## src/hw/rtl/mfmd_pkg.sv

```systemverilog
// Shared types and constants for the motor feedback multi-turn decoder.
package mfmd_pkg;

   localparam int TURN_BITS_DEFAULT = 16;

   localparam int CSR_INDEX_W = 2;
   localparam int CSR_DATA_W  = 19;

   localparam logic [CSR_INDEX_W-1:0] CSR_TORQUE_GAIN    = 2'd0;
   localparam logic [CSR_INDEX_W-1:0] CSR_VELOCITY_GAIN  = 2'd1;
   localparam logic [CSR_INDEX_W-1:0] CSR_WRAP_THRESHOLD = 2'd2;

   localparam logic [15:0] TORQUE_GAIN_RESET    = 16'd43254;
   localparam logic [18:0] VELOCITY_GAIN_RESET  = 19'd292821;
   localparam logic [15:0] WRAP_THRESHOLD_RESET = 16'd39321;

   localparam int QUEUE_DEPTH = 2;
   localparam int QUEUE_PTR_W = (QUEUE_DEPTH > 1) ? $clog2(QUEUE_DEPTH) : 1;
   localparam int QUEUE_CNT_W = $clog2(QUEUE_DEPTH + 1);

   // Turn count as seen by the outputs: only the low 17 bits of the
   // sign-extended count reach total_counts, and only the low 16 reach turn_number.
   localparam int TURN_OUT_W = 17;
   localparam int TOTAL_W    = 33;

   typedef struct packed {
      logic [7:0]            temperature_raw;
      logic signed [15:0]    current_raw;
      logic signed [15:0]    speed_raw;
      logic [15:0]           encoder_raw;
      logic [TURN_OUT_W-1:0] turn_low;
      logic [15:0]           initial_count;
   } mfmd_entry_type;

endpackage

```

## src/hw/rtl/mfmd_front.sv

```systemverilog
// Front end: accepts frames and tracks first frame, previous count and turns.
module mfmd_front
   import mfmd_pkg::*;
#(
   parameter int TURN_BITS = TURN_BITS_DEFAULT
) (
   input  logic                  clock,
   input  logic                  reset,
   input  logic                  req_valid,
   output logic                  req_ready,
   input  logic [7:0]            req_temperature_raw,
   input  logic signed [15:0]    req_current_raw,
   input  logic signed [15:0]    req_speed_raw,
   input  logic [15:0]           req_encoder_raw,
   input  logic [15:0]           wrap_threshold,
   output logic                  push_valid,
   input  logic                  push_ready,
   output mfmd_entry_type        push_data
);

   logic                 seen_first_ff, seen_first_in;
   logic [15:0]          initial_ff, initial_in;
   logic [15:0]          previous_ff, previous_in;
   logic [TURN_BITS-1:0] turn_ff, turn_in;

   logic [TURN_BITS-1:0] turn_base;
   logic [15:0]          previous_eff;
   logic signed [16:0]   delta;
   logic signed [16:0]   pos_thr;
   logic signed [16:0]   neg_thr;
   logic                 accept;

   assign req_ready  = push_ready;
   assign push_valid = req_valid;
   assign accept     = req_valid && push_ready;

   always_comb begin
      // The first frame acts as its own previous count, so it never wraps.
      turn_base    = seen_first_ff ? turn_ff : '0;
      previous_eff = seen_first_ff ? previous_ff : req_encoder_raw;
      initial_in   = seen_first_ff ? initial_ff : req_encoder_raw;
      delta   = $signed({1'b0, req_encoder_raw}) - $signed({1'b0, previous_eff});
      pos_thr = $signed({1'b0, wrap_threshold});
      neg_thr = -pos_thr;
      if (delta < neg_thr) begin
         turn_in = turn_base + TURN_BITS'(1);
      end else if (delta > pos_thr) begin
         turn_in = turn_base - TURN_BITS'(1);
      end else begin
         turn_in = turn_base;
      end
      seen_first_in = 1'b1;
      previous_in   = req_encoder_raw;
   end

   always_comb begin
      push_data.temperature_raw = req_temperature_raw;
      push_data.current_raw     = req_current_raw;
      push_data.speed_raw       = req_speed_raw;
      push_data.encoder_raw     = req_encoder_raw;
      push_data.turn_low        = TURN_OUT_W'($signed(turn_in));
      push_data.initial_count   = initial_in;
   end

   always_ff @(posedge clock) begin
      if (reset) begin
         seen_first_ff <= 1'b0;
         initial_ff    <= '0;
         previous_ff   <= '0;
         turn_ff       <= '0;
      end else if (accept) begin
         seen_first_ff <= seen_first_in;
         initial_ff    <= initial_in;
         previous_ff   <= previous_in;
         turn_ff       <= turn_in;
      end
   end

endmodule

```

## src/hw/rtl/mfmd_queue.sv

```systemverilog
// Short FIFO between the front end and the arithmetic back end.
module mfmd_queue
   import mfmd_pkg::*;
(
   input  logic           clock,
   input  logic           reset,
   input  logic           in_valid,
   output logic           in_ready,
   input  mfmd_entry_type in_data,
   output logic           out_valid,
   input  logic           out_ready,
   output mfmd_entry_type out_data
);

   mfmd_entry_type         mem_ff [QUEUE_DEPTH];
   logic [QUEUE_PTR_W-1:0] wr_ptr_ff, wr_ptr_in;
   logic [QUEUE_PTR_W-1:0] rd_ptr_ff, rd_ptr_in;
   logic [QUEUE_CNT_W-1:0] count_ff, count_in;
   logic                   push;
   logic                   pop;

   assign in_ready  = (count_ff != QUEUE_CNT_W'(QUEUE_DEPTH));
   assign out_valid = (count_ff != '0);
   assign out_data  = mem_ff[rd_ptr_ff];
   assign push      = in_valid && in_ready;
   assign pop       = out_valid && out_ready;

   always_comb begin
      wr_ptr_in = wr_ptr_ff;
      rd_ptr_in = rd_ptr_ff;
      count_in  = count_ff;
      if (push) begin
         wr_ptr_in = (wr_ptr_ff == QUEUE_PTR_W'(QUEUE_DEPTH - 1)) ? '0
                   : wr_ptr_ff + QUEUE_PTR_W'(1);
      end
      if (pop) begin
         rd_ptr_in = (rd_ptr_ff == QUEUE_PTR_W'(QUEUE_DEPTH - 1)) ? '0
                   : rd_ptr_ff + QUEUE_PTR_W'(1);
      end
      if (push && !pop) begin
         count_in = count_ff + QUEUE_CNT_W'(1);
      end else if (pop && !push) begin
         count_in = count_ff - QUEUE_CNT_W'(1);
      end
   end

   always_ff @(posedge clock) begin
      if (reset) begin
         wr_ptr_ff <= '0;
         rd_ptr_ff <= '0;
         count_ff  <= '0;
      end else begin
         wr_ptr_ff <= wr_ptr_in;
         rd_ptr_ff <= rd_ptr_in;
         count_ff  <= count_in;
      end
   end

   always_ff @(posedge clock) begin
      if (push) begin
         mem_ff[wr_ptr_ff] <= in_data;
      end
   end

endmodule

```

## src/hw/rtl/mfmd_back.sv

```systemverilog
// Back end: gain multiplies, multi-turn total and the result register.
module mfmd_back
   import mfmd_pkg::*;
(
   input  logic                   clock,
   input  logic                   reset,
   input  logic                   pop_valid,
   output logic                   pop_ready,
   input  mfmd_entry_type         pop_data,
   input  logic [15:0]            torque_gain,
   input  logic [18:0]            velocity_gain,
   output logic                   rsp_valid,
   input  logic                   rsp_ready,
   output logic signed [7:0]      rsp_temperature_c,
   output logic signed [23:0]     rsp_torque_q16,
   output logic signed [26:0]     rsp_velocity_q16,
   output logic [15:0]            rsp_position_count,
   output logic signed [15:0]     rsp_turn_number,
   output logic signed [32:0]     rsp_total_counts
);

   logic                      valid_ff, valid_in;
   logic signed [7:0]         temperature_ff;
   logic signed [23:0]        torque_ff;
   logic signed [26:0]        velocity_ff;
   logic [15:0]               position_ff;
   logic signed [15:0]        turn_number_ff;
   logic signed [TOTAL_W-1:0] total_ff;

   logic signed [32:0]        torque_prod;
   logic signed [35:0]        velocity_prod;
   logic [TOTAL_W-1:0]        total_in;
   logic                      load;

   assign pop_ready = !valid_ff || rsp_ready;
   assign load      = pop_valid && pop_ready;

   always_comb begin
      // An arithmetic shift by eight is the floor division by 256.
      torque_prod   = pop_data.current_raw * $signed({1'b0, torque_gain});
      velocity_prod = pop_data.speed_raw * $signed({1'b0, velocity_gain});
      total_in      = {pop_data.turn_low, 16'b0}
                    + TOTAL_W'(pop_data.encoder_raw)
                    - TOTAL_W'(pop_data.initial_count);
      if (load) begin
         valid_in = 1'b1;
      end else if (rsp_ready) begin
         valid_in = 1'b0;
      end else begin
         valid_in = valid_ff;
      end
   end

   always_ff @(posedge clock) begin
      if (reset) begin
         valid_ff <= 1'b0;
      end else begin
         valid_ff <= valid_in;
      end
   end

   always_ff @(posedge clock) begin
      if (load) begin
         temperature_ff <= $signed(pop_data.temperature_raw);
         torque_ff      <= torque_prod[31:8];
         velocity_ff    <= velocity_prod[34:8];
         position_ff    <= pop_data.encoder_raw;
         turn_number_ff <= $signed(pop_data.turn_low[15:0]);
         total_ff       <= $signed(total_in);
      end
   end

   assign rsp_valid          = valid_ff;
   assign rsp_temperature_c  = temperature_ff;
   assign rsp_torque_q16     = torque_ff;
   assign rsp_velocity_q16   = velocity_ff;
   assign rsp_position_count = position_ff;
   assign rsp_turn_number    = turn_number_ff;
   assign rsp_total_counts   = total_ff;

endmodule

```

## src/hw/rtl/motor_feedback_multiturn_decode_top.sv

```systemverilog
// Top level of the motor feedback multi-turn decoder.
//
// The req_ channel takes one decoded feedback frame per beat: temperature
// byte, current word, speed word and single-turn encoder count. The rsp_
// channel returns one beat per frame with the signed temperature, torque and
// velocity in Q16, the encoder count, the turn number and the multi-turn
// total in counts. The csr_ port writes the torque gain, velocity gain and
// wrap threshold; write it only while no frame is in flight.
// A frame accepted at one clock edge goes into the queue, then into the result
// register, and is presented on rsp_. One frame per cycle is sustained while
// rsp_ready stays high: the front end updates the turn state in the accepting
// cycle, and the back end feeds both gain products into the result register.
// When the receiver stalls, the two-entry queue and the result register hold
// up to three frames before req_ready drops.
// Reset restores the register defaults, empties the queue and result
// register, and makes the next frame the first one, which captures the
// initial count and clears the turn count.
module motor_feedback_multiturn_decode_top
   import mfmd_pkg::*;
#(
   parameter int TURN_BITS = TURN_BITS_DEFAULT
) (
   input  logic                   clock,
   input  logic                   reset,
   input  logic                   req_valid,
   output logic                   req_ready,
   input  logic [7:0]             req_temperature_raw,
   input  logic signed [15:0]     req_current_raw,
   input  logic signed [15:0]     req_speed_raw,
   input  logic [15:0]            req_encoder_raw,
   output logic                   rsp_valid,
   input  logic                   rsp_ready,
   output logic signed [7:0]      rsp_temperature_c,
   output logic signed [23:0]     rsp_torque_q16,
   output logic signed [26:0]     rsp_velocity_q16,
   output logic [15:0]            rsp_position_count,
   output logic signed [15:0]     rsp_turn_number,
   output logic signed [32:0]     rsp_total_counts,
   input  logic                   csr_write_enable,
   input  logic [CSR_INDEX_W-1:0] csr_index,
   input  logic [CSR_DATA_W-1:0]  csr_write_data
);

   logic [15:0]    torque_gain_ff;
   logic [18:0]    velocity_gain_ff;
   logic [15:0]    wrap_threshold_ff;

   logic           push_valid;
   logic           push_ready;
   mfmd_entry_type push_data;
   logic           pop_valid;
   logic           pop_ready;
   mfmd_entry_type pop_data;

   always_ff @(posedge clock) begin
      if (reset) begin
         torque_gain_ff    <= TORQUE_GAIN_RESET;
         velocity_gain_ff  <= VELOCITY_GAIN_RESET;
         wrap_threshold_ff <= WRAP_THRESHOLD_RESET;
      end else if (csr_write_enable) begin
         unique case (csr_index)
            CSR_TORQUE_GAIN:    torque_gain_ff    <= csr_write_data[15:0];
            CSR_VELOCITY_GAIN:  velocity_gain_ff  <= csr_write_data[18:0];
            CSR_WRAP_THRESHOLD: wrap_threshold_ff <= csr_write_data[15:0];
            default: ;
         endcase
      end
   end

   mfmd_front #(
      .TURN_BITS (TURN_BITS)
   ) u_front (
      .clock               (clock),
      .reset               (reset),
      .req_valid           (req_valid),
      .req_ready           (req_ready),
      .req_temperature_raw (req_temperature_raw),
      .req_current_raw     (req_current_raw),
      .req_speed_raw       (req_speed_raw),
      .req_encoder_raw     (req_encoder_raw),
      .wrap_threshold      (wrap_threshold_ff),
      .push_valid          (push_valid),
      .push_ready          (push_ready),
      .push_data           (push_data)
   );

   mfmd_queue u_queue (
      .clock     (clock),
      .reset     (reset),
      .in_valid  (push_valid),
      .in_ready  (push_ready),
      .in_data   (push_data),
      .out_valid (pop_valid),
      .out_ready (pop_ready),
      .out_data  (pop_data)
   );

   mfmd_back u_back (
      .clock              (clock),
      .reset              (reset),
      .pop_valid          (pop_valid),
      .pop_ready          (pop_ready),
      .pop_data           (pop_data),
      .torque_gain        (torque_gain_ff),
      .velocity_gain      (velocity_gain_ff),
      .rsp_valid          (rsp_valid),
      .rsp_ready          (rsp_ready),
      .rsp_temperature_c  (rsp_temperature_c),
      .rsp_torque_q16     (rsp_torque_q16),
      .rsp_velocity_q16   (rsp_velocity_q16),
      .rsp_position_count (rsp_position_count),
      .rsp_turn_number    (rsp_turn_number),
      .rsp_total_counts   (rsp_total_counts)
   );

endmodule

```

## config.mk

```make
export PLATFORM = sky130hd
export DESIGN_NAME = motor_feedback_multiturn_decode_top
export DESIGN_NICKNAME = d
export VERILOG_FILES = /design/src/hw/rtl/mfmd_pkg.sv /design/src/hw/rtl/mfmd_front.sv /design/src/hw/rtl/mfmd_queue.sv /design/src/hw/rtl/mfmd_back.sv /design/src/hw/rtl/motor_feedback_multiturn_decode_top.sv
export SDC_FILE = /design/constraint.sdc
export NUM_CORES = 2
export LEC_CHECK = 0
export BUFFER_PORTS_ARGS = -buffer_cell sky130_fd_sc_hd__buf_2
export CORE_MARGIN = 1
export CORE_UTILIZATION = 40
export DETAILED_ROUTE_END_ITERATION = 7
export HOLD_SLACK_MARGIN = 0.1
export PLACE_DENSITY = 0.62
export SLEW_MARGIN = 15
export SYNTH_ARGS = -nofsm -noshare
export SYNTH_HDL_FRONTEND = slang
export SYNTH_HIERARCHICAL = 1
export SYNTH_SLANG_ARGS = --single-unit
```

## constraint.sdc

```tcl
create_clock -name clock -period 7.3 [get_ports clock]
set_input_delay 1.095 -clock clock [delete_from_list [all_inputs] [get_ports clock]]
set_output_delay 1.095 -clock clock [all_outputs]
set_load 0.05 [all_outputs]
```

# After elaboration in Yosys (flattened, before gate mapping)
# Memory sizes are Yosys's and may differ from the RTL's. A register that Yosys moved wholly into a read port is not among the register bits.
# Cells that the tools add are included.
totals:
  memories: 1
  latch_bits: 0
  reg_bits: 229
  mem_bits_rw: 178
  elab_cells: 65
  mem_bits_ro: 0
classes:
  n_reduce_logical: 15
  shifts: 0
  n_mux: 15
  n_bitwise: 0
  n_mul: 2
  n_eq_ne: 3
  magnitude_cmp: 2
  n_div: 0
  addsub: 10
mem_list:
  columns: ["memory", "words", "word_bits", "rd", "rd_ports_with_merged_regs", "write_ports", "line", "rtl"]
  rows:
  - ["u_queue.mem_ff", 2, 89, 1, 1, 1, "mfmd_queue.sv:15", "mfmd_entry_type mem_ff [QUEUE_DEPTH];"]
ops:
  columns: ["op", "n"]
  rows:
  - ["16-bit two-way mux", 5]
  - ["16-bit by 20-bit multiplier with 35-bit output", 1]
  - ["33-bit by 16-bit adder with 33-bit output", 1]
  - ["33-bit by 16-bit subtractor with 33-bit output", 1]
  - ["16-bit by 17-bit multiplier with 32-bit output", 1]
  - ["17-bit greater-than comparator", 1]
  - ["17-bit < comparator", 1]
  - ["16-bit negator with 17-bit output", 1]
  - ["16-bit by 16-bit subtractor with 17-bit output", 1]
  - ["16-bit by 1-bit adder with 16-bit output (second input constant)", 1]
  - ["16-bit by 1-bit subtractor with 16-bit output (second input constant)", 1]
  - ["1-bit two-way mux", 8]
  - ["2-bit AND reduction", 3]
  - ["2-bit nonzero test", 3]
  - ["1-bit logical AND", 4]
  - ["2-bit two-way mux", 2]
  - ["1-bit zero test", 3]
  - ["1-bit adder (second input constant)", 2]
  - ["2-bit by 1-bit adder with 2-bit output (second input constant)", 1]
  - ["2-bit by 1-bit equality test with 1-bit output (second input constant)", 1]
  - ["2-bit equality test (second input constant)", 1]
  - ["2-bit zero test", 1]
  - ["2-bit inequality test (second input constant)", 1]
  - ["2-bit by 1-bit subtractor with 2-bit output (second input constant)", 1]
  - ["1-bit logical OR", 1]

# Logic depth before layout (Yosys ltp)
logic_depth:
  depth_word: 6
  depth_mapped: 28
  ltp_nobuf: 23

# Modules after synthesis
# Netlist, hierarchy kept.
by_module_without_submodules:
  columns: ["module", "area_per_inst_um2", "cells_each", "n_inst"]
  rows:
  - ["mfmd_back", 23236.0, 2389, 1]
  - ["mfmd_queue", 6676.4, 301, 1]
  - ["mfmd_front", 5302.6, 723, 1]
  - ["motor_feedback_multiturn_decode_top", 2075.7, 207, 1]

# Worst setup path before layout
# No wires, ideal clock.
synth_path:
  path_kind: "register to register"
  from: "reg with a tool-made name"
  to: "reg u_back.torque_ff[21], in the netlist u_back/rsp_torque_q16[21] (data pin)"
  stages_incl_launch_ff: 24
  period_less_slack_ps: 6633
  arrival_time_ps: 6498
  t_required_ps: 7165
  path_slack_ps: 667
  n_path_buf: 3
  setup_time_ps: 135
  path_cell_list: "dfxtp_1 > buf_6 > buf_2 > mux2_2 > inv_1 > clkbuf_1 > nor2_1 > fa_1 > fa_1 > fa_1 > fa_1 > fa_1 > inv_1 > fa_1 > inv_1 > ha_1 > a21oi_1 > o21bai_1 > a21o_1 > nor3b_1 > a21o_1 > a21oi_2 > or4_1 > nand3_1"
synth_rtl:
  columns: ["element", "line", "rtl"]
  rows:
  - ["end signal, assigned", "mfmd_back.sv:65", "torque_ff <= torque_prod[31:8];"]
  - ["end, declared", "mfmd_back.sv:24", "logic signed [23:0] torque_ff;"]

==> results.toml <==
[status]
status = "completed"

[sta]
hold_slack_ns = 0.453
finalSetupTns_ns = 0
fin_crit_sh_pct = 94.7
worst_pin_slew_ns = 1.08
finClkSkew_ns = 0.0659
setup_viol = 0
finalMaxSlewViolations = 0
period_needed_ns = 6.91
clock.fmax_mhz = 145
finalHoldViolations = 0
rsz0062_at_grt = "no"
relSlewSlack_pct = 27.8

[setup_path]
crit_path_start_kind = "flip-flop"
slowest_stage = "fa_1"
crit_fanout = 12
crit_end = "u_back/rsp_torque_q16[22]"
crit_type = "reg2reg"
cp.arrival_ns = 7.36
path_delay_family = "adder cells"
r2r_slack_ns = 0.39
r2r_end = "u_back/rsp_torque_q16[22]"
cpMostUsedCell = "fa_1"
path_depth = 21
cp-end-kind = "flip-flop"
crit_chain = "buf_4 > mux2_2 > inv_2 > nor2_1 > fa_1 > fa_1 > fa_1 > fa_1 > fa_1 > inv_1 > fa_1 > inv_1 > ha_1 > a21oi_1 > o21bai_1 > a21o_1 > nor3b_1 > a21o_1 > a21oi_2 > o2111a_1 > a311oi_1"
critPathMaxStageDelay_ns = 0.56
required_ns = 7.75
ff2ff_path_depth = 21
crit_buf_inv = 4

[clock_network]
postCtsSetupBuffers = 0
cts_sinks = 408
h-tree-depth = 2
clockBufferDepth = 3
hold_buffers = 0
cts_made_buffers = 50
cts-resized-gates = 0
clk_pin_slew_ns = 0.06
cts_tree = "done"
root_buffer = "clkbuf_16"
clock_latency_ns = 0.68

[die]
row_count = 111
die_w_um = 307
start_util_pct = 40.6
die_area_mm2 = 0.0945
pin_count = 208
coreArea_mm2 = 0.0919
die_y_um = 307

[global_routing]
grt_pass1_vias = 26100
grt_max_degree = 103
grt_antenna_before_repair = 21
grt_pass1_wl_mm = 145
grt_util_all_layers_pct = 19.8
overflow = 0

[logic_synthesis]
ys.warnings.count = 6
synth_cell_types = 102
async_flop_share_pct = 0
postSynthCellCount = 3620
synth_enable_flop_cells = 302
synth_ff_type = "edfxtp_1"
synth_area_mm2 = 0.0373
synth-seq-cells = 408
yosysSeqAreaShare_pct = 30.0
syn_nets = 4434
syn_area_per_cell_um2 = 10.3

[placement]
port_buffers = 207
gp_congestion = 0.882
dp_hpwl_mm = 69.6

[detailed_routing]
drt_first_pass_iters = 5
drt-wirelength-per-cell_um = 18.3
drt-total-wl_mm = 91.8
vias = 25000
drt_iter0_drc = 1602
post-route-drc-count = 0
via_per_inst = 4.99
drtAntennaViolNets = 0

[job]
drv_cap = 0

[cells_and_area]
finalCoreUtilization_pct = 44.5
fin_nets = 4533
final_cell_mix = "inv_1 (580), fa_1 (430), nand2_1 (402), ha_1 (302), edfxtp_1 (302)"
final_common_cell = "inv_1"
layout-drive-gt1-share_pct = 12.8
syn_to_final_growth_pct = 9.60

[worst_hold_path]
min_path_type = "reg2reg"
[routing by layer]
| metal | part of all wire, % | wire (µm) | vias to the layer above | GRT usage, % |
|---|---|---|---|---|
| met1 | 43 | 39200 | 12400 | 25.4 |
| met4 | 2.7 | 2500 | 26 | 6.21 |
| met3 | 6.0 | 5490 | 163 | 3.81 |
| li1 | - | - | 11800 | - |
| met5 | 0.17 | 156 | - | 0 |
| met2 | 48 | 44500 | 588 | 33.6 |
[metrics by stage]
step | setup slack (ns) | instance area [µm²] | instances
finish | 0.386 | 40900 | 5005
global placement | 0.467 | 39200 | 4910
detailed placement | 0.344 | 39200 | 4910
CTS | 0.331 | 40900 | 5003
floorplan | 0.667 | 37300 | 3620
global route | 0.00256 | 40900 | 5005
[logic make-up (layout without fill, tap and decap cells)]
family                   Yosys count  count (layout)  synth area share [%]
AND/OR/NAND/NOR                 1054            1054                  14.1
other                              0               2                     0
flip-flops                       408             408                  30.0
multiplexers                     145             145                  4.30
adder cells (fa/ha/maj)          732             732                  33.2
buffers and inverters            786             926                  8.69
XOR/XNOR                         129             129                  3.03
AO/OA/AOI/OAI                    366             366                  6.66
[worst min-delay path: stages (launching register included)]
cell     delay (ns)
dfxtp_1        0.31
nand2_1        0.05
a21oi_1        0.05
[state kept, by name (all words and copies together), names as in the netlist, named ones only]
| name | cells |
|---|---|
| u_front/initial_ff | 16 |
| u_back/rsp_position_count | 16 |
| u_queue/wr_ptr_ff | 1 |
| u_back/rsp_turn_number | 16 |
| u_queue/count_ff | 2 |
| wrap_threshold_ff | 16 |
| torque_gain_ff | 16 |
| u_back/rsp_total_counts | 33 |
| u_back/rsp_velocity_q16 | 27 |
| u_back/rsp_valid | 1 |
| u_back/rsp_torque_q16 | 24 |
| u_front/previous_ff | 16 |
| u_front/seen_first_ff | 1 |
| u_queue/rd_ptr_ff | 1 |
| u_queue/mem_ff | 178 |
| u_back/rsp_temperature_c | 8 |
| velocity_gain_ff | 19 |
| u_front/turn_ff | 16 |
[Yosys cell counts (54+ instances only)]
master	count	area share [%]
edfxtp_1	302	24
xnor2_1	83	1.9
mux2i_1	54	1.4
a21oi_1	134	1.8
and2_1	265	4.4
buf_4	61	1.2
nand2b_1	65	1.1
inv_1	582	5.9
a21o_1	65	1.3
dfxtp_1	106	5.7
fa_1	430	23
nor2_1	141	1.4
nand2_1	402	4.0
clkbuf_1	110	1.1
mux2_2	81	2.4
ha_1	302	10
[area by class of cell]
class / count / area [µm²]
Fill cell: 8824 / 51100
Multi-Input combinational cell: 2426 / 22900
Sequential cell: 408 / 11200
Inverter: 582 / 2190
Tap cell: 1243 / 1560
Timing Repair Buffer: 251 / 1380
Clock buffer: 58 / 1320
Clock inverter: 35 / 357
Antenna cell: 2 / 5.00
[worst min path at each step]
| stage | start | depth (start not counted) | slack [ns] | endpoint |
|---|---|---|---|---|
| finish | u_front/previous_ff[8] | 2 | 0.45 | u_front/previous_ff[8] |
| detailed placement | u_front/initial_ff[6] | 2 | 0.45 | u_front/initial_ff[6] |
| global route | u_front/previous_ff[12] | 2 | 0.47 | u_front/previous_ff[12] |
| floorplan | u_front/previous_ff[10] | 2 | 0.44 | u_front/previous_ff[10] |
| global placement | u_front/previous_ff[12] | 2 | 0.44 | u_front/previous_ff[12] |
| CTS | u_front/initial_ff[6] | 2 | 0.46 | u_front/initial_ff[6] |
Power is not shown: default switching activity piles up to over one toggle a cycle in this logic, so the estimate is an artifact.
